--- src/tlvsfp_pkg.sv ---
// Shared types and constants for the TLV segment frame parser.
package tlvsfp_pkg;

  localparam logic [7:0] SYNC_FIRST  = 8'hAA;
  localparam logic [7:0] SYNC_SECOND = 8'h55;

  localparam logic [7:0] RST_PROPERTY_CMD = 8'h35;
  localparam logic [7:0] RST_FACTORY_CMD  = 8'h36;
  localparam logic [7:0] RST_SNAPSHOT_CMD = 8'h37;
  localparam logic [7:0] RST_FACTORY_TYPE = 8'h6A;

  // Smallest payload that can hold a segment header
  localparam logic [15:0] SEG_HDR_BYTES = 16'd3;

  localparam int TDATA_W = 56;
  localparam int TUSER_W = 3;
  localparam int PADDR_W = 4;

  typedef enum logic [3:0] {
    PH_IDLE,
    PH_SYNC,
    PH_LENH,
    PH_LENL,
    PH_CMD,
    PH_TYPE,
    PH_SLH,
    PH_SLL,
    PH_DATA,
    PH_SKIP
  } phase_e;

  typedef enum logic [1:0] {
    CK_PROPERTY,
    CK_SNAPSHOT,
    CK_FACTORY,
    CK_UNKNOWN
  } cmd_kind_e;

  typedef enum logic [1:0] {
    KIND_NONE,
    KIND_START,
    KIND_DATA
  } kind_e;

  typedef enum logic [3:0] {
    ST_PROPERTY_READY,
    ST_SNAPSHOT_READY,
    ST_FACTORY_OK,
    ST_NO_SEGMENT,
    ST_UNKNOWN_CMD,
    ST_BAD_HEADER,
    ST_PAYLOAD_SHORT,
    ST_WRONG_TYPE,
    ST_FACTORY_LONG
  } status_e;

  // Held error code; zero means no error
  localparam logic [3:0] ERR_NONE = 4'd0;

  typedef enum logic [1:0] {
    REG_PROPERTY_CMD,
    REG_FACTORY_CMD,
    REG_SNAPSHOT_CMD,
    REG_FACTORY_TYPE
  } reg_idx_e;

  typedef struct packed {
    logic [7:0] property_cmd;
    logic [7:0] factory_cmd;
    logic [7:0] snapshot_cmd;
    logic [7:0] factory_type;
  } cfg_t;

  typedef struct packed {
    kind_e       kind;
    logic [7:0]  data_byte;
    logic [7:0]  segment_type;
    logic [15:0] segment_length;
    logic        segment_last;
    logic [14:0] segment_number;
    logic        message_done;
    status_e     status;
  } res_t;

endpackage

--- src/tlvsfp_cfg_regs.sv ---
// APB register file holding the command bytes and the factory segment type.
module tlvsfp_cfg_regs
  import tlvsfp_pkg::*;
(
  input  logic               clk_i,
  input  logic               rst_ni,
  input  logic               psel,
  input  logic               penable,
  input  logic               pwrite,
  input  logic [PADDR_W-1:0] paddr,
  input  logic [31:0]        pwdata,
  output logic [31:0]        prdata,
  output cfg_t               cfg_o
);

  cfg_t     cfg_q;
  logic     wr_en;
  reg_idx_e idx;

  assign wr_en = psel & penable & pwrite;
  assign idx   = reg_idx_e'(paddr[3:2]);

  always_ff @(posedge clk_i or negedge rst_ni) begin
    if (!rst_ni) begin
      cfg_q.property_cmd <= RST_PROPERTY_CMD;
      cfg_q.factory_cmd  <= RST_FACTORY_CMD;
      cfg_q.snapshot_cmd <= RST_SNAPSHOT_CMD;
      cfg_q.factory_type <= RST_FACTORY_TYPE;
    end else if (wr_en) begin
      unique case (idx)
        REG_PROPERTY_CMD: cfg_q.property_cmd <= pwdata[7:0];
        REG_FACTORY_CMD:  cfg_q.factory_cmd  <= pwdata[7:0];
        REG_SNAPSHOT_CMD: cfg_q.snapshot_cmd <= pwdata[7:0];
        REG_FACTORY_TYPE: cfg_q.factory_type <= pwdata[7:0];
        default: ;
      endcase
    end
  end

  always_comb begin
    prdata = '0;
    unique case (idx)
      REG_PROPERTY_CMD: prdata[7:0] = cfg_q.property_cmd;
      REG_FACTORY_CMD:  prdata[7:0] = cfg_q.factory_cmd;
      REG_SNAPSHOT_CMD: prdata[7:0] = cfg_q.snapshot_cmd;
      REG_FACTORY_TYPE: prdata[7:0] = cfg_q.factory_type;
      default: prdata = '0;
    endcase
  end

  assign cfg_o = cfg_q;

endmodule

--- src/tlvsfp_parser.sv ---
// Message state and the per-byte update that yields one result word per byte.
module tlvsfp_parser
  import tlvsfp_pkg::*;
(
  input  logic       clk_i,
  input  logic       rst_ni,
  input  logic       step_i,
  input  logic [7:0] byte_i,
  input  logic       start_i,
  input  cfg_t       cfg_i,
  output res_t       res_o
);

  phase_e      phase_q, phase_d;
  logic [15:0] size_q, size_d;
  logic [15:0] off_q, off_d;
  cmd_kind_e   cmd_q, cmd_d;
  logic [7:0]  type_q, type_d;
  logic [15:0] len_q, len_d;
  logic [15:0] left_q, left_d;
  logic [14:0] seen_q, seen_d;
  logic [3:0]  err_q, err_d;

  logic [15:0] off_inc;
  logic [15:0] len_new;
  logic [16:0] end_sum;
  logic [16:0] room;
  logic        seg_end;
  res_t        res;

  always_comb begin
    phase_d = phase_q;
    size_d  = size_q;
    off_d   = off_q;
    cmd_d   = cmd_q;
    type_d  = type_q;
    len_d   = len_q;
    left_d  = left_q;
    seen_d  = seen_q;
    err_d   = err_q;
    res     = '0;
    seg_end = 1'b0;
    off_inc = off_q + 16'd1;
    len_new = {len_q[15:8], byte_i};
    end_sum = {1'b0, off_inc} + {1'b0, len_new};
    room    = {1'b0, size_q} - {1'b0, off_inc};

    if (start_i) begin
      size_d = '0;
      off_d  = '0;
      cmd_d  = CK_PROPERTY;
      type_d = '0;
      len_d  = '0;
      left_d = '0;
      seen_d = '0;
      err_d  = ERR_NONE;
      if (byte_i == SYNC_FIRST) begin
        phase_d = PH_SYNC;
      end else begin
        res.message_done = 1'b1;
        res.status       = ST_BAD_HEADER;
        phase_d          = PH_IDLE;
      end
    end else begin
      case (phase_q)
        PH_SYNC: begin
          if (byte_i == SYNC_SECOND) begin
            phase_d = PH_LENH;
          end else begin
            res.message_done = 1'b1;
            res.status       = ST_BAD_HEADER;
            phase_d          = PH_IDLE;
          end
        end
        PH_LENH: begin
          size_d  = {byte_i, 8'h00};
          phase_d = PH_LENL;
        end
        PH_LENL: begin
          size_d  = {size_q[15:8], byte_i};
          phase_d = PH_CMD;
        end
        PH_CMD: begin
          priority if (byte_i == cfg_i.property_cmd) cmd_d = CK_PROPERTY;
          else if (byte_i == cfg_i.factory_cmd)      cmd_d = CK_FACTORY;
          else if (byte_i == cfg_i.snapshot_cmd)     cmd_d = CK_SNAPSHOT;
          else                                       cmd_d = CK_UNKNOWN;
          if (cmd_d == CK_UNKNOWN) begin
            err_d = 4'(ST_UNKNOWN_CMD);
            if (size_q == '0) begin
              res.message_done = 1'b1;
              res.status       = ST_UNKNOWN_CMD;
              phase_d          = PH_IDLE;
            end else begin
              phase_d = PH_SKIP;
            end
          end else if (size_q < SEG_HDR_BYTES) begin
            res.message_done = 1'b1;
            res.status       = ST_PAYLOAD_SHORT;
            phase_d          = PH_IDLE;
          end else begin
            phase_d = PH_TYPE;
          end
        end
        PH_TYPE, PH_SLH, PH_SLL, PH_DATA, PH_SKIP: begin
          off_d = off_inc;
          case (phase_q)
            PH_TYPE: begin
              type_d = byte_i;
              if (cmd_q == CK_FACTORY && byte_i != cfg_i.factory_type) begin
                err_d   = 4'(ST_WRONG_TYPE);
                phase_d = PH_SKIP;
              end else begin
                phase_d = PH_SLH;
              end
            end
            PH_SLH: begin
              len_d   = {byte_i, 8'h00};
              phase_d = PH_SLL;
            end
            PH_SLL: begin
              len_d = len_new;
              if (end_sum > {1'b0, size_q}) begin
                if (cmd_q == CK_FACTORY) err_d = 4'(ST_FACTORY_LONG);
                phase_d = PH_SKIP;
              end else begin
                res.kind           = KIND_START;
                res.segment_type   = type_q;
                res.segment_length = len_new;
                res.segment_number = seen_q;
                left_d             = len_new;
                if (len_new == '0) seg_end = 1'b1;
                else               phase_d = PH_DATA;
              end
            end
            PH_DATA: begin
              res.kind           = KIND_DATA;
              res.data_byte      = byte_i;
              res.segment_type   = type_q;
              res.segment_length = len_q;
              res.segment_number = seen_q;
              left_d             = left_q - 16'd1;
              if (left_d == '0) begin
                res.segment_last = 1'b1;
                seg_end          = 1'b1;
              end
            end
            default: ;
          endcase
          if (seg_end) begin
            seen_d = seen_q + 15'd1;
            // room is negative only when the offset has passed the payload size
            if (cmd_q == CK_FACTORY || (!room[16] && room[15:0] < SEG_HDR_BYTES))
              phase_d = PH_SKIP;
            else
              phase_d = PH_TYPE;
          end
          if (off_inc >= size_q) begin
            res.message_done = 1'b1;
            phase_d          = PH_IDLE;
            priority if (err_d != ERR_NONE) res.status = status_e'(err_d);
            else if (cmd_q == CK_FACTORY)   res.status = ST_FACTORY_OK;
            else if (seen_d == '0)          res.status = ST_NO_SEGMENT;
            else if (cmd_q == CK_SNAPSHOT)  res.status = ST_SNAPSHOT_READY;
            else                            res.status = ST_PROPERTY_READY;
          end
        end
        default: ;
      endcase
    end
  end

  always_ff @(posedge clk_i or negedge rst_ni) begin
    if (!rst_ni) begin
      phase_q <= PH_IDLE;
      size_q  <= '0;
      off_q   <= '0;
      cmd_q   <= CK_PROPERTY;
      type_q  <= '0;
      len_q   <= '0;
      left_q  <= '0;
      seen_q  <= '0;
      err_q   <= ERR_NONE;
    end else if (step_i) begin
      phase_q <= phase_d;
      size_q  <= size_d;
      off_q   <= off_d;
      cmd_q   <= cmd_d;
      type_q  <= type_d;
      len_q   <= len_d;
      left_q  <= left_d;
      seen_q  <= seen_d;
      err_q   <= err_d;
    end
  end

  assign res_o = res;

endmodule

--- src/tlvsfp_out_buf.sv ---
// Result register with a skid stage so the parser can finish the word in hand under a stall.
module tlvsfp_out_buf
  import tlvsfp_pkg::*;
(
  input  logic clk_i,
  input  logic rst_ni,
  input  logic push_i,
  input  res_t push_data_i,
  output logic ready_o,
  output logic valid_o,
  output res_t data_o,
  input  logic pop_ready_i
);

  logic main_v_q;
  logic skid_v_q;
  res_t main_q;
  res_t skid_q;
  logic pop;
  logic load_main;

  assign pop       = main_v_q & pop_ready_i;
  assign load_main = pop | ~main_v_q;
  assign ready_o   = ~skid_v_q;

  always_ff @(posedge clk_i or negedge rst_ni) begin
    if (!rst_ni) begin
      main_v_q <= 1'b0;
      skid_v_q <= 1'b0;
    end else if (load_main) begin
      if (skid_v_q) begin
        main_v_q <= 1'b1;
        skid_v_q <= 1'b0;
      end else begin
        main_v_q <= push_i;
      end
    end else if (push_i) begin
      skid_v_q <= 1'b1;
    end
  end

  always_ff @(posedge clk_i) begin
    if (load_main) begin
      main_q <= skid_v_q ? skid_q : push_data_i;
    end else if (push_i) begin
      skid_q <= push_data_i;
    end
  end

  assign valid_o = main_v_q;
  assign data_o  = main_q;

endmodule

--- src/tlv_segment_frame_parser_unit.sv ---
// Top level of the TLV segment frame parser: input register, parser, result buffer, APB.
//
// Takes one message byte per cycle on the slave stream while the master stream
// is not stalled, and returns exactly one result word for every byte, in order,
// at a sustained rate of one word per cycle. Each byte passes the input register
// and then the result register. The per-byte state update is a single short
// step from the input register into the result register, and a skid stage
// beside the result register lets the parser finish the word in hand while the
// output is stalled. Command bytes and the factory segment type are written
// over APB at byte addresses 0, 4, 8 and 12 by the user only while the stream is
// idle; the block does not enforce this. pready is tied high.
module tlv_segment_frame_parser_unit
  import tlvsfp_pkg::*;
(
  input  logic               clk_i,
  input  logic               rst_ni,
  input  logic               s_axis_tvalid,
  output logic               s_axis_tready,
  input  logic [7:0]         s_axis_tdata,   // [7:0] byte_in
  input  logic [0:0]         s_axis_tuser,   // [0] msg_start
  output logic               m_axis_tvalid,
  input  logic               m_axis_tready,
  // [7:0] data_byte, [15:8] segment_type, [31:16] segment_length,
  // [46:32] segment_number, [50:47] status, [55:51] zero
  output logic [TDATA_W-1:0] m_axis_tdata,
  output logic [TUSER_W-1:0] m_axis_tuser,   // [1:0] kind, [2] segment_last
  output logic               m_axis_tlast,   // message_done
  input  logic               psel,
  input  logic               penable,
  input  logic               pwrite,
  input  logic [PADDR_W-1:0] paddr,
  input  logic [31:0]        pwdata,
  output logic [31:0]        prdata,
  output logic               pready
);

  logic       in_v_q;
  logic [7:0] in_byte_q;
  logic       in_start_q;
  logic       buf_ready;
  logic       advance;
  cfg_t       cfg;
  res_t       res;
  res_t       out_res;

  assign pready = 1'b1;

  tlvsfp_cfg_regs u_cfg (
    .clk_i   (clk_i),
    .rst_ni  (rst_ni),
    .psel    (psel),
    .penable (penable),
    .pwrite  (pwrite),
    .paddr   (paddr),
    .pwdata  (pwdata),
    .prdata  (prdata),
    .cfg_o   (cfg)
  );

  assign advance       = in_v_q & buf_ready;
  assign s_axis_tready = ~in_v_q | buf_ready;

  always_ff @(posedge clk_i or negedge rst_ni) begin
    if (!rst_ni) begin
      in_v_q <= 1'b0;
    end else if (s_axis_tready) begin
      in_v_q <= s_axis_tvalid;
    end
  end

  always_ff @(posedge clk_i) begin
    if (s_axis_tvalid && s_axis_tready) begin
      in_byte_q  <= s_axis_tdata;
      in_start_q <= s_axis_tuser[0];
    end
  end

  tlvsfp_parser u_parser (
    .clk_i   (clk_i),
    .rst_ni  (rst_ni),
    .step_i  (advance),
    .byte_i  (in_byte_q),
    .start_i (in_start_q),
    .cfg_i   (cfg),
    .res_o   (res)
  );

  tlvsfp_out_buf u_out (
    .clk_i       (clk_i),
    .rst_ni      (rst_ni),
    .push_i      (advance),
    .push_data_i (res),
    .ready_o     (buf_ready),
    .valid_o     (m_axis_tvalid),
    .data_o      (out_res),
    .pop_ready_i (m_axis_tready)
  );

  assign m_axis_tdata = {5'b0, out_res.status, out_res.segment_number,
                         out_res.segment_length, out_res.segment_type,
                         out_res.data_byte};
  assign m_axis_tuser = {out_res.segment_last, out_res.kind};
  assign m_axis_tlast = out_res.message_done;

  // A stalled input side always has a word parked in the input register
  a_stall_has_word: assert property (@(posedge clk_i) disable iff (!rst_ni)
    !s_axis_tready |-> in_v_q)
    else $error("input side stalled with empty input register");

  // Status only carries meaning on the word that ends a message
  a_status_only_at_end: assert property (@(posedge clk_i) disable iff (!rst_ni)
    (m_axis_tvalid && !m_axis_tlast) |-> (out_res.status == ST_PROPERTY_READY))
    else $error("status set on a word that does not end a message");

  // Data byte and last flag appear only on data words
  a_data_only_on_data: assert property (@(posedge clk_i) disable iff (!rst_ni)
    (m_axis_tvalid && out_res.kind != KIND_DATA) |->
      (out_res.data_byte == 8'd0 && !out_res.segment_last))
    else $error("data fields set on a non-data word");

  // A word accepted into the parser lands in the buffer on the next edge
  a_advance_lands: assert property (@(posedge clk_i) disable iff (!rst_ni)
    advance |=> m_axis_tvalid)
    else $error("parsed word did not reach the output");

endmodule
--- config.mk ---
export PLATFORM = sky130hd
export DESIGN_NAME = tlv_segment_frame_parser_unit
export DESIGN_NICKNAME = d
export VERILOG_FILES = /design/src/tlvsfp_pkg.sv /design/src/tlvsfp_cfg_regs.sv /design/src/tlvsfp_parser.sv /design/src/tlvsfp_out_buf.sv /design/src/tlv_segment_frame_parser_unit.sv
export SDC_FILE = /design/constraint.sdc
export NUM_CORES = 1
export LEC_CHECK = 0
export ABC_AREA = 1
export BUFFER_PORTS_ARGS = -buffer_cell sky130_fd_sc_hd__buf_2
export CAP_MARGIN = 15
export CORE_ASPECT_RATIO = 0.7
export CORE_MARGIN = 3
export CORE_UTILIZATION = 45
export DETAILED_ROUTE_END_ITERATION = 8
export GPL_TIMING_DRIVEN = 0
export SYNTH_ARGS = -nofsm -noshare
export SYNTH_HDL_FRONTEND = slang
export SYNTH_SLANG_ARGS = --single-unit
export TNS_END_PERCENT = 100
--- constraint.sdc ---
create_clock -name clk_i -period 12.1 [get_ports clk_i]
set_input_delay 0.605 -clock clk_i [delete_from_list [all_inputs] [get_ports clk_i]]
set_output_delay 0.605 -clock clk_i [all_outputs]
set_load 0.01 [all_outputs]
==> metrics.cfg, run 1 <==
[outcome]
outcome=finished, final reports clean

[setup_path]
start_kind=flop
cp_common_cell=inv_1
path_class=reg -> reg
cp_data_required_time_ps=12510
crit_arrival_ps=7150
slowest_delay_ps=580
cp-end-kind=flop
slowest_stage=a21oi_2
crit_path_max_fanout=10

[clocking]
clock-sinks=251
clk_latency_ps=550
numCtsBuffers=26
clockBufferDepth=3
clock-root-buffer=clkbuf_16
cts_tree=yes
ctsHoldBuffers=0
clkTransAtPathRegs_ps=70
ctsHtreeMaxLevel=1
cts_setup_buffers=0
ctsResizeCount=0

[placement]
dpl-instance-area_sq_mm=0.0158
place_congestion=0.923
hpwl_mm=32.0
io_buffers=90
pre_cts_ws_ps=5600

[sta]
rsz0062_at_grt=no
setup_slack_ps=5360
relSlewSlack=0.358
period_needed_ps=6740
period_share=0.557
hold_violations=0
fmax_mhz=148
drv_slew=0
setup_viol=0
fin_skew_ps=20.3
fin_tns_setup_ps=0
tightestPinTransition_ps=959

[pwr]
leakage_uw=0.00771
power.density_mw_per_mm2=145
ir_worst_vdd_mv=0.115

[finish]
fill_cells=3003
layout-drive-gt1-share=0.114
most-common-layout-cells=nand2_1, inv_1, o21ai_0, edfxtp_1, nor2_1
antenna_cells=0
syn2layout_area_growth_pct=14.1
layout_commonest_cell=nand2_1
fin_nets=2037
finish.instance_area_sq_mm=0.0167

[synthesis]
synth.distinct_cells=56
synth_edf_count=119
synthFlopType=edfxtp_1
avgSynthCellArea_sq_um=8.23
ys_ff_latch=251
postSynthCellCount=1777
async_flop_share=0.526
ys_seq_area_frac=0.472
yosys_warnings=0
syn_area_sq_mm=0.0146

[grt]
overflow=0
grt_pass1_wl_mm=65.9
grt_usage=0.240
grt_pass1_vias=11900
grt_max_degree=85
antenna_found_initial=0

[floorplanning]
fp-row-count=54
coreArea_sq_mm=0.0316
dieWidth_um=221
die_h_um=157
start_util=0.463
die-area_sq_mm=0.0347
pin_count=147

[min_path]
hold_class=in -> async

[drt]
drt-total-wl_mm=42.4
drc_errors=0
drtIter0Drc=1126
vias=12500
vias_per_cell=5.28
first_pass_iters=6
wl_per_cell_um=17.9
ant_nets=0

[run]
maxCapViolations=0

metal layers:
layer  wire length, um  GRT usage
met4              1110     0.0642
met2             17500      0.348
met1             20600      0.361
met5                 0          0
met3              3200     0.0546
cell type report:
| cell class | count | area, sq um | share of cell area |
|---|---|---|---|
| Timing Repair Buffer | 94 | 532 | 0.0319 |
| Tap cell | 420 | 526 | 0.0315 |
| Sequential cell | 251 | 6900 | 0.414 |
| Clock inverter | 16 | 188 | 0.0113 |
| Inverter | 215 | 807 | 0.0484 |
| Multi-Input combinational cell | 1256 | 6580 | 0.395 |
| Buffer | 83 | 449 | 0.0269 |
| Clock buffer | 32 | 694 | 0.0417 |
report_power, final:
group	switching [uW]	leakage (uW)	internal [uW]	total, uW
combinational	351	0.00438	173	525
clock	352	0.000415	493	845
sequential	57.3	0.00292	987	1040
total	760	0.00771	1650	2410
Yosys cell counts (all sizes together), types with 17 or more instances:
library cell / n / area share
clkbuf: 38 / 0.0098
nor2: 125 / 0.033
nand4: 34 / 0.016
nor3: 44 / 0.017
xor2: 59 / 0.036
dfrtp: 115 / 0.20
nand3: 82 / 0.029
ha: 56 / 0.048
buf: 45 / 0.021
edfxtp: 119 / 0.24
o21ai: 138 / 0.048
o22ai: 21 / 0.0090
nand2: 508 / 0.13
dfstp: 17 / 0.031
xnor2: 20 / 0.012
inv: 209 / 0.054
a21oi: 65 / 0.023
cells by family (layout without fill, tap and decap cells):
family / after synthesis / after routing / share of synthesized area
xor gates and xnor gates: 79 / 79 / 0.0478
DFF: 251 / 251 / 0.472
and+or+nand+nor: 821 / 821 / 0.240
AOI/OAI and AO/OA: 268 / 268 / 0.103
other: 2 / 30 / 0.000514
adders and majority gates: 58 / 58 / 0.0507
buffers and inverters: 298 / 440 / 0.0859
registers in the layout, summed over array words and instances (netlist names), 2 cells and up:
signal            cells
u_out.data_o         55
u_out.skid_q         55
u_cfg.cfg_o          32
u_parser.left_q      16
u_parser.len_q       16
u_parser.off_q       16
u_parser.size_q      16
u_parser.seen_q      15
in_byte_q             8
u_parser.type_q       8
u_parser.err_q        4
u_parser.phase_q      4
u_parser.cmd_q        2
worst max-delay path, delay by kind of cell, from the launching register on:
kind / cells / cell delay (ps)
flip-flops: 1 / 360
XOR/XNOR: 2 / 450
adder cells (fa/ha/maj): 2 / 680
buffers and inverters: 7 / 950
AND/OR/NAND/NOR: 16 / 3280
AO/OA/AOI/OAI: 3 / 890
per-stage QoR:
step                      hold slack (ps)   util  std cells  power, uW
final                                2.14  0.528       2367       2410
after global placement                464  0.498       2315       1570
after floorplan                       309      -       1805       1410
after CTS                            18.7  0.528       2367       2420
after detailed placement              469  0.500       2319       1580
after global routing                 34.7  0.528       2367       2540
final timing paths:
check                                               from                        endpoint  slack, ps  cells past startpoint
min reg2reg                u_parser.len_q[2]$_DFFE_PN0P_   u_parser.len_q[2]$_DFFE_PN0P_        490                      2
max reg2reg                u_parser.off_q[0]$_DFFE_PN0P_  u_parser.left_q[7]$_DFFE_PN0P_       5360                     30
min                                               rst_ni  u_parser.off_q[12]$_DFFE_PN0P_          2                      1
min in group clk_i                       s_axis_tdata[4]          in_byte_q[4]$_DFFE_PP_        220                      1
max                        u_parser.off_q[0]$_DFFE_PN0P_  u_parser.left_q[7]$_DFFE_PN0P_       5360                     30
max in group asynchronous                         rst_ni      u_cfg.cfg_o[6]$_DFFE_PN1P_      11260                      2
(Power assumes the default switching activity.)
==> inputs of run 2 (changes only) <==
Settings changed: ABC_AREA 1 to 0.
Clock period 12.1 ns to 6.55 ns, I/O delays scaled along.
==> run 2 against run 1 <==
Effect of this change: first-iteration DRC count shrank 16%; power increased by 81%; synthesized cell count down 18%; setup slack got worse by 5100 ps; die area increased by 0.54%; worst hold slack better by 52 ps; design area increased by 2.1%; critical endpoint is now u_parser.left_q[8]$_DFFE_PN0P_; largest power group unchanged.
==> metrics.cfg, run 2 <==
[clocking]
clk_latency_ps=550  ; about the same
clock-root-buffer=clkbuf_16
numCtsBuffers=26  ; unchanged
ctsHtreeMaxLevel=1  ; unchanged
clkTransAtPathRegs_ps=70  ; about the same
clockBufferDepth=3  ; unchanged
clock-sinks=251  ; unchanged
cts_tree=yes

[setup_path]
cp_data_required_time_ps=7010  ; -5500 ps
path_buf_inv=2  ; -5
slowest_stage=clkbuf_1
path_cells=nand2_1 -> nor2_2 -> nand3_1 -> xnor2_2 -> ha_1 -> a21oi_1 -> o211ai_1 -> a21boi_1 -> nor2_1 -> o21ai_0 -> nand2b_1 -> a21oi_1 -> xnor2_1 -> ha_1 -> nand4_1 -> nor3_1 -> o31ai_1 -> a31oi_2 -> nor3_2 -> o31ai_1 -> clkbuf_1 -> clkbuf_1 -> o21ai_0 -> o21ai_0
path_delay_family=compound AO/OA/AOI/OAI gates
crit_arrival_ps=6740  ; -410 ps
cp-end-kind=flop
path_class=reg -> reg
cp_common_cell=o21ai_0
crit_path_max_fanout=10  ; unchanged
slowest_delay_ps=450  ; -130 ps
start_kind=flop

[synthesis]
yosysTopAreaCell=edfxtp_1
synth_edf_count=119  ; unchanged
synth.cells.most_frequent=nand2_1, o21ai_0, edfxtp_1
synth-compound-area-share=0.154  ; +0.0508
ys_ff_latch=251  ; unchanged
synthFlopType=edfxtp_1
postSynthCellCount=1457  ; -18%
syn_area_sq_mm=0.0147  ; +0.56%
yosysMostFrequentCell=nand2_1
synthSimpleGateAreaFrac=0.160  ; -0.0804
synth_top_family_by_area=simple AND/OR/NAND/NOR gates
avgSynthCellArea_sq_um=10.1  ; +23%
synthAdderAreaFrac=0.0511  ; +0.000401
async_flop_share=0.526  ; unchanged
synth_top_area_frac=0.243  ; -0.00135
yosys_warnings=0  ; unchanged
synth.distinct_cells=80  ; +43%
synth_area_leaders=edfxtp_1, dfrtp_1, mux2_2, ha_1, o21ai_0
synthXorXnorAreaFrac=0.0435  ; -0.00435
ys_seq_area_frac=0.469  ; -0.00261
muxShareOfSynthArea=0.0719  ; +0.0719

[finish]
finish.instance_area_sq_mm=0.0170  ; +2.1%
layout-drive-gt1-share=0.185  ; +0.0707
antenna_cells=0  ; unchanged
layout_commonest_cell=nand2_1
syn2layout_area_growth_pct=15.8
fin_nets=1730  ; -15%
layout.cells.non_filler=2060  ; -13%
most-common-layout-cells=nand2_1, o21ai_0, edfxtp_1, dfrtp_1, buf_2

[grt]
grt_max_degree=77  ; -9.4%
grt_usage=0.237  ; -0.00285
antenna_found_initial=1  ; +1
grt_pass1_wl_mm=66.0  ; +0.24%
grt_pass1_vias=11300  ; -5.4%
overflow=0  ; unchanged

[pwr]
leakage_uw=0.00711  ; -7.9%
p_int_uw=3160  ; +91%
power.density_mw_per_mm2=257  ; +77%
p_switching_uw=1210  ; +59%
seq_power_share=0.437  ; +0.004
p_comb_frac=0.175  ; -0.042
sw_frac_of_total=0.277  ; -0.0379
total_power_uw=4370  ; +81%
ir_worst_vdd_mv=0.242  ; +110%
power_frac_clock=0.388  ; +0.038

[drt]
drtIter0Drc=951  ; -16%
first_pass_iters=7  ; +1
wl_per_cell_um=20.2  ; +13%
drc_errors=0  ; unchanged
vias=11800  ; -5.5%
ant_nets=0  ; unchanged
vias_per_cell=5.74  ; +8.6%
drt-total-wl_mm=41.6  ; -1.8%

[floorplanning]
die_h_um=157  ; +0.27%
coreArea_sq_mm=0.0317  ; +0.43%
die-area_sq_mm=0.0349  ; +0.54%
dieWidth_um=222  ; +0.27%
fp-row-count=54  ; unchanged
pin_count=147  ; unchanged
start_util=0.464  ; +0.000591

[placement]
post-place-cells=2001  ; -14%
place_congestion=0.939  ; +1.8%
io_buffers=90  ; unchanged
hpwl_mm=31.0  ; -2.9%
dpl-instance-area_sq_mm=0.0159  ; +0.75%

[sta]
relSlewSlack=0.318  ; -0.0400
tightestPinTransition_ps=1020  ; +59.7 ps
rsz0062_at_grt=no
period_needed_ps=6270  ; -465 ps
period_share=0.958  ; +0.401
setup_viol=0  ; unchanged
drv_slew=0  ; unchanged
fin_skew_ps=10.7  ; -9.51 ps
hold_violations=0  ; unchanged
fin_tns_setup_ps=0  ; unchanged
fmax_mhz=159  ; +7.4%

[min_path]
hold_class=in -> reg

[run]
maxCapViolations=0  ; unchanged

[outcome]
outcome=finished, final reports clean

## run 2: cell types whose count changed in the layout (fill, tap and decap cells not counted), sizes merged, moves of 15 or more
cell    previous run  this run
and2               2        45
inv              209        58
nor2             125        88
o22ai             21         4
a22oi              1        23
nor3              44        26
nand2            508       139
nand3             82        36
nand2b             0        21
nor2b              0        15
clkbuf            70        94
o31ai             13        39
mux2               0        77
## run 2: final timing paths
check | startpoint | end | slack [ps] | depth (start not counted)
setup / recovery | u_parser.off_q[0]$_DFFE_PN0P_ | u_parser.left_q[8]$_DFFE_PN0P_ | 280 | 24
hold / removal | pwdata[2] | u_cfg.cfg_o[26]$_DFFE_PN1P_ | 50 | 2
setup reg to reg | u_parser.off_q[0]$_DFFE_PN0P_ | u_parser.left_q[8]$_DFFE_PN0P_ | 280 | 24
hold reg to reg | u_parser.type_q[0]$_DFFE_PN0P_ | u_parser.type_q[0]$_DFFE_PN0P_ | 480 | 2
max in group asynchronous | rst_ni | u_parser.seen_q[7]$_DFFE_PN0P_ | 5450 | 3
min in group asynchronous | rst_ni | u_parser.left_q[6]$_DFFE_PN0P_ | 320 | 2
## run 2: cells by family (layout without fill, tap and decap cells)
logic type / after synthesis / after routing
other: 2 / 30
DFF: 251 / 251
muxes: 86 / 86
xor gates and xnor gates: 73 / 73
AOI/OAI and AO/OA: 356 / 356
adders and majority gates: 59 / 59
buffers and inverters: 163 / 318
and+or+nand+nor: 467 / 467
## run 2: repair_timing
item / CTS / global route
resized for setup: 3 / 8
gates cloned: 0 / 0
setup buffers: 0 / 0
hold buffers: 11 / 0
endpoints found under the hold margin: 62 / 0
setup endpoints to repair: 72 / 72
## run 2: area by class of cell
| class | count | area [sq um] |
|---|---|---|
| Fill cell | 2861 | 14700 |
| Multi-Input combinational cell | 1071 | 7200 |
| Sequential cell | 251 | 6900 |
| Clock buffer | 34 | 712 |
| Timing Repair Buffer | 107 | 679 |
| Tap cell | 420 | 526 |
| Buffer | 105 | 523 |
| Clock inverter | 14 | 260 |
| Inverter | 58 | 218 |
## run 2: power groups by stage
stage | combinational, uW | sequential [uW] | clock [uW]
after floorplan | 497 | 1930 | 0
after global placement | 722 | 1940 | 0
after detailed placement | 746 | 1940 | 0
after CTS | 758 | 1910 | 1720
after global routing | 842 | 1930 | 1780
final | 764 | 1910 | 1700
## run 2: metrics by stage
stage,hold WS (ps),setup WS (ps),utilization
2_1_floorplan,31.9,1510,-
3_3_place_gp,458,-158,0.498
3_5_place_dp,339,-211,0.502
4_1_cts,40.3,119,0.537
5_1_grt,45.8,19.3,0.537
6_report,54.6,278,0.537
## run 2: metal layers
metal | track usage | vias up | share of wire
met2 | 0.342 | 431 | 0.42
met5 | 0 | - | 0
met3 | 0.0350 | 52 | 0.073
met4 | 0.0426 | 0 | 0.016
li1 | - | 5587 | -
met1 | 0.379 | 5750 | 0.49
==> inputs of run 3 (changes only) <==
Settings changed: PLACE_DENSITY_LB_ADDON set to 0.08.
==> run 3 against run 2 <==
Effect of this change: clock skew is essentially flat; power down 6.0%; flip-flop and latch count unchanged; first-iteration DRC count shrank 3.5%; critical path type unchanged; critical endpoint is now u_out.data_o[17]$_DFFE_PN_.
==> metrics.cfg, run 3 (same netlist as run 2, synthesis figures left out) <==
[pwr]
p_switching_uw=1180  ; -2.9%
p_comb_frac=0.182  ; +0.007
power.density_mw_per_mm2=244  ; -4.9%
sw_frac_of_total=0.286  ; +0.00911
p_int_uw=2940  ; -7.1%
power_frac_clock=0.353  ; -0.035
leakage_uw=0.00702  ; -1.3%
total_power_uw=4110  ; -6.0%
ir_worst_vdd_mv=0.192  ; -21%
seq_power_share=0.465  ; +0.028

[grt]
grt_usage=0.244  ; +0.00683
overflow=0  ; unchanged
grt_pass1_vias=11200  ; -0.44%
grt_pass1_wl_mm=66.8  ; +1.2%
grt_max_degree=85  ; +10%
antenna_found_initial=0  ; -1

[min_path]
holdPathStages=2  ; unchanged
hold_class=in -> reg
hold_end=u_cfg.cfg_o[7]$_DFFE_PN0P_
min_from=pwdata[7]

[clocking]
clockBufferDepth=3  ; unchanged
ctsHtreeMaxLevel=1  ; unchanged
numCtsBuffers=26  ; unchanged
clock-sinks=251  ; unchanged
clk_latency_ps=540  ; about the same
cts_tree=yes
clock-root-buffer=clkbuf_16
cts_setup_buffers=0  ; unchanged
clkTransAtPathRegs_ps=60  ; about the same

[sta]
period_share=0.935  ; -0.0227
tightestPinTransition_ps=1080  ; +59.6 ps
fin_skew_ps=11.1  ; +0.356 ps
period_needed_ps=6120  ; -148 ps
fmax_mhz=163  ; +2.4%
relSlewSlack=0.278  ; -0.0399
drv_slew=0  ; unchanged
setup_viol=0  ; unchanged
fin_tns_setup_ps=0  ; unchanged
rsz0062_at_grt=no
hold_violations=0  ; unchanged

[floorplanning]
die_h_um=157  ; unchanged
start_util=0.464  ; unchanged
die-area_sq_mm=0.0349  ; unchanged
coreArea_sq_mm=0.0317  ; unchanged
pin_count=147  ; unchanged
fp-row-count=54  ; unchanged
dieWidth_um=222  ; unchanged

[placement]
hpwl_mm=31.6  ; +1.9%
place_congestion=0.995  ; +5.9%
io_buffers=90  ; unchanged

[setup_path]
r2r_cells=24  ; unchanged
path_cells=ha_1 -> nand3_1 -> nor2_1 -> nand2_1 -> nor2_2 -> xor2_1 -> ha_1 -> or3_1 -> o31a_1 -> a21o_1 -> a21oi_1 -> xnor2_1 -> ha_1 -> nand4_1 -> nor3_1 -> o31ai_1 -> a31oi_2 -> nor3_2 -> clkbuf_2 -> nor2_1 -> nor2_1 -> clkbuf_1 -> and2_1 -> mux2_2
r2r_end=u_out.data_o[17]$_DFFE_PN_
regToRegSetupSlack_ps=430  ; +150 ps
cp-end-kind=flop
r2r_start=u_parser.off_q[0]$_DFFE_PN0P_
crit_arrival_ps=6410  ; -330 ps
slowest_stage=dfrtp_1
crit_path_max_fanout=10  ; unchanged
crit_path_start=u_parser.off_q[0]$_DFFE_PN0P_
path_buf_inv=2  ; unchanged
path_class=reg -> reg
slowest_delay_ps=430  ; -20 ps
start_kind=flop
path_delay_family=simple AND/OR/NAND/NOR gates
cp_data_required_time_ps=6840  ; -170 ps

[outcome]
outcome=finished, final reports clean

[drt]
vias_per_cell=5.70  ; -0.59%
first_pass_iters=6  ; -1
wl_per_cell_um=20.8  ; +2.7%
drtIter0Drc=918  ; -3.5%
drt-total-wl_mm=42.7  ; +2.5%
ant_nets=0  ; unchanged
drc_errors=0  ; unchanged
vias=11700  ; -0.78%

[finish]
antenna_cells=0  ; unchanged
syn2layout_area_growth_pct=14.5
layout-drive-gt1-share=0.184  ; -0.000771
most-common-layout-cells=nand2_1, o21ai_0, edfxtp_1, dfrtp_1, buf_2
layout_commonest_cell=nand2_1
fin_nets=1728  ; -0.12%

[run]
maxCapViolations=0  ; unchanged

## run 3: worst reg2reg max path, stage by stage, from the launching register on
cell	delay (ps)
dfrtp_1	430
ha_1	220
nand3_1	130
nor2_1	270
nand2_1	120
nor2_2	280
xor2_1	230
ha_1	300
or3_1	350
o31a_1	300
a21o_1	210
a21oi_1	180
xnor2_1	100
ha_1	310
nand4_1	130
nor3_1	250
o31ai_1	130
a31oi_2	430
nor3_2	120
clkbuf_2	270
nor2_1	270
nor2_1	120
clkbuf_1	220
and2_1	220
mux2_2	270
## run 3: worst max path at each step
| stage | to | cells past startpoint |
|---|---|---|
| floorplan | u_out.data_o[5]$_DFFE_PN_ | 23 |
| global placement | u_out.data_o[10]$_DFFE_PN_ | 25 |
| detailed placement | u_out.data_o[6]$_DFFE_PN_ | 25 |
| CTS | u_parser.left_q[11]$_DFFE_PN0P_ | 24 |
| global route | u_out.data_o[17]$_DFFE_PN_ | 25 |
| finish | u_out.data_o[17]$_DFFE_PN_ | 24 |
## run 3: through the flow
stage                     area (sq um)  worst slack [ps]  hold slack, ps  cells  utilization
after floorplan                  14800              1510            31.9   1485            -
final                            16800               426            66.7   2056        0.531
after global placement           15800              -127             462   1995        0.498
after detailed placement         15900              -104             310   1999        0.501
after global routing             16800              35.2            60.4   2056        0.531
after CTS                        16800              64.9            39.7   2056        0.530
## run 3: timing repair
action | 4_1_cts | 5_1_grt
endpoints found under the hold margin | 58 | 0
pin swaps | 0 | 1
cloned | 0 | 0
endpoints found under the setup margin | 39 | 85
hold buffers | 11 | 0
gates resized for setup | 2 | 11
## run 3: cell type report
cell class / count / area, sq um
fill: 2905 / 14900
multi-input combinational: 1071 / 7220
sequential: 251 / 6900
clock buffer: 34 / 691
timing repair buffer: 105 / 627
tap: 420 / 526
buffer: 105 / 523
inverter: 58 / 218
clock inverter: 12 / 129
## run 3: power groups by stage
stage,combinational (uW),clock (uW),sequential (uW)
after CTS,745,1490,1910
after floorplan,497,0,1930
final,750,1450,1910
after detailed placement,734,0,1940
after global routing,828,1550,1930
after global placement,725,0,1940
## run 3: metal layers
layer / global-route usage / wire (um) / up-vias
li1: - / - / 5583
met3: 0.0520 / 3260 / 45
met4: 0.0432 / 684 / 0
met2: 0.350 / 17600 / 384
met5: 0 / 0 / -
met1: 0.381 / 21200 / 5716
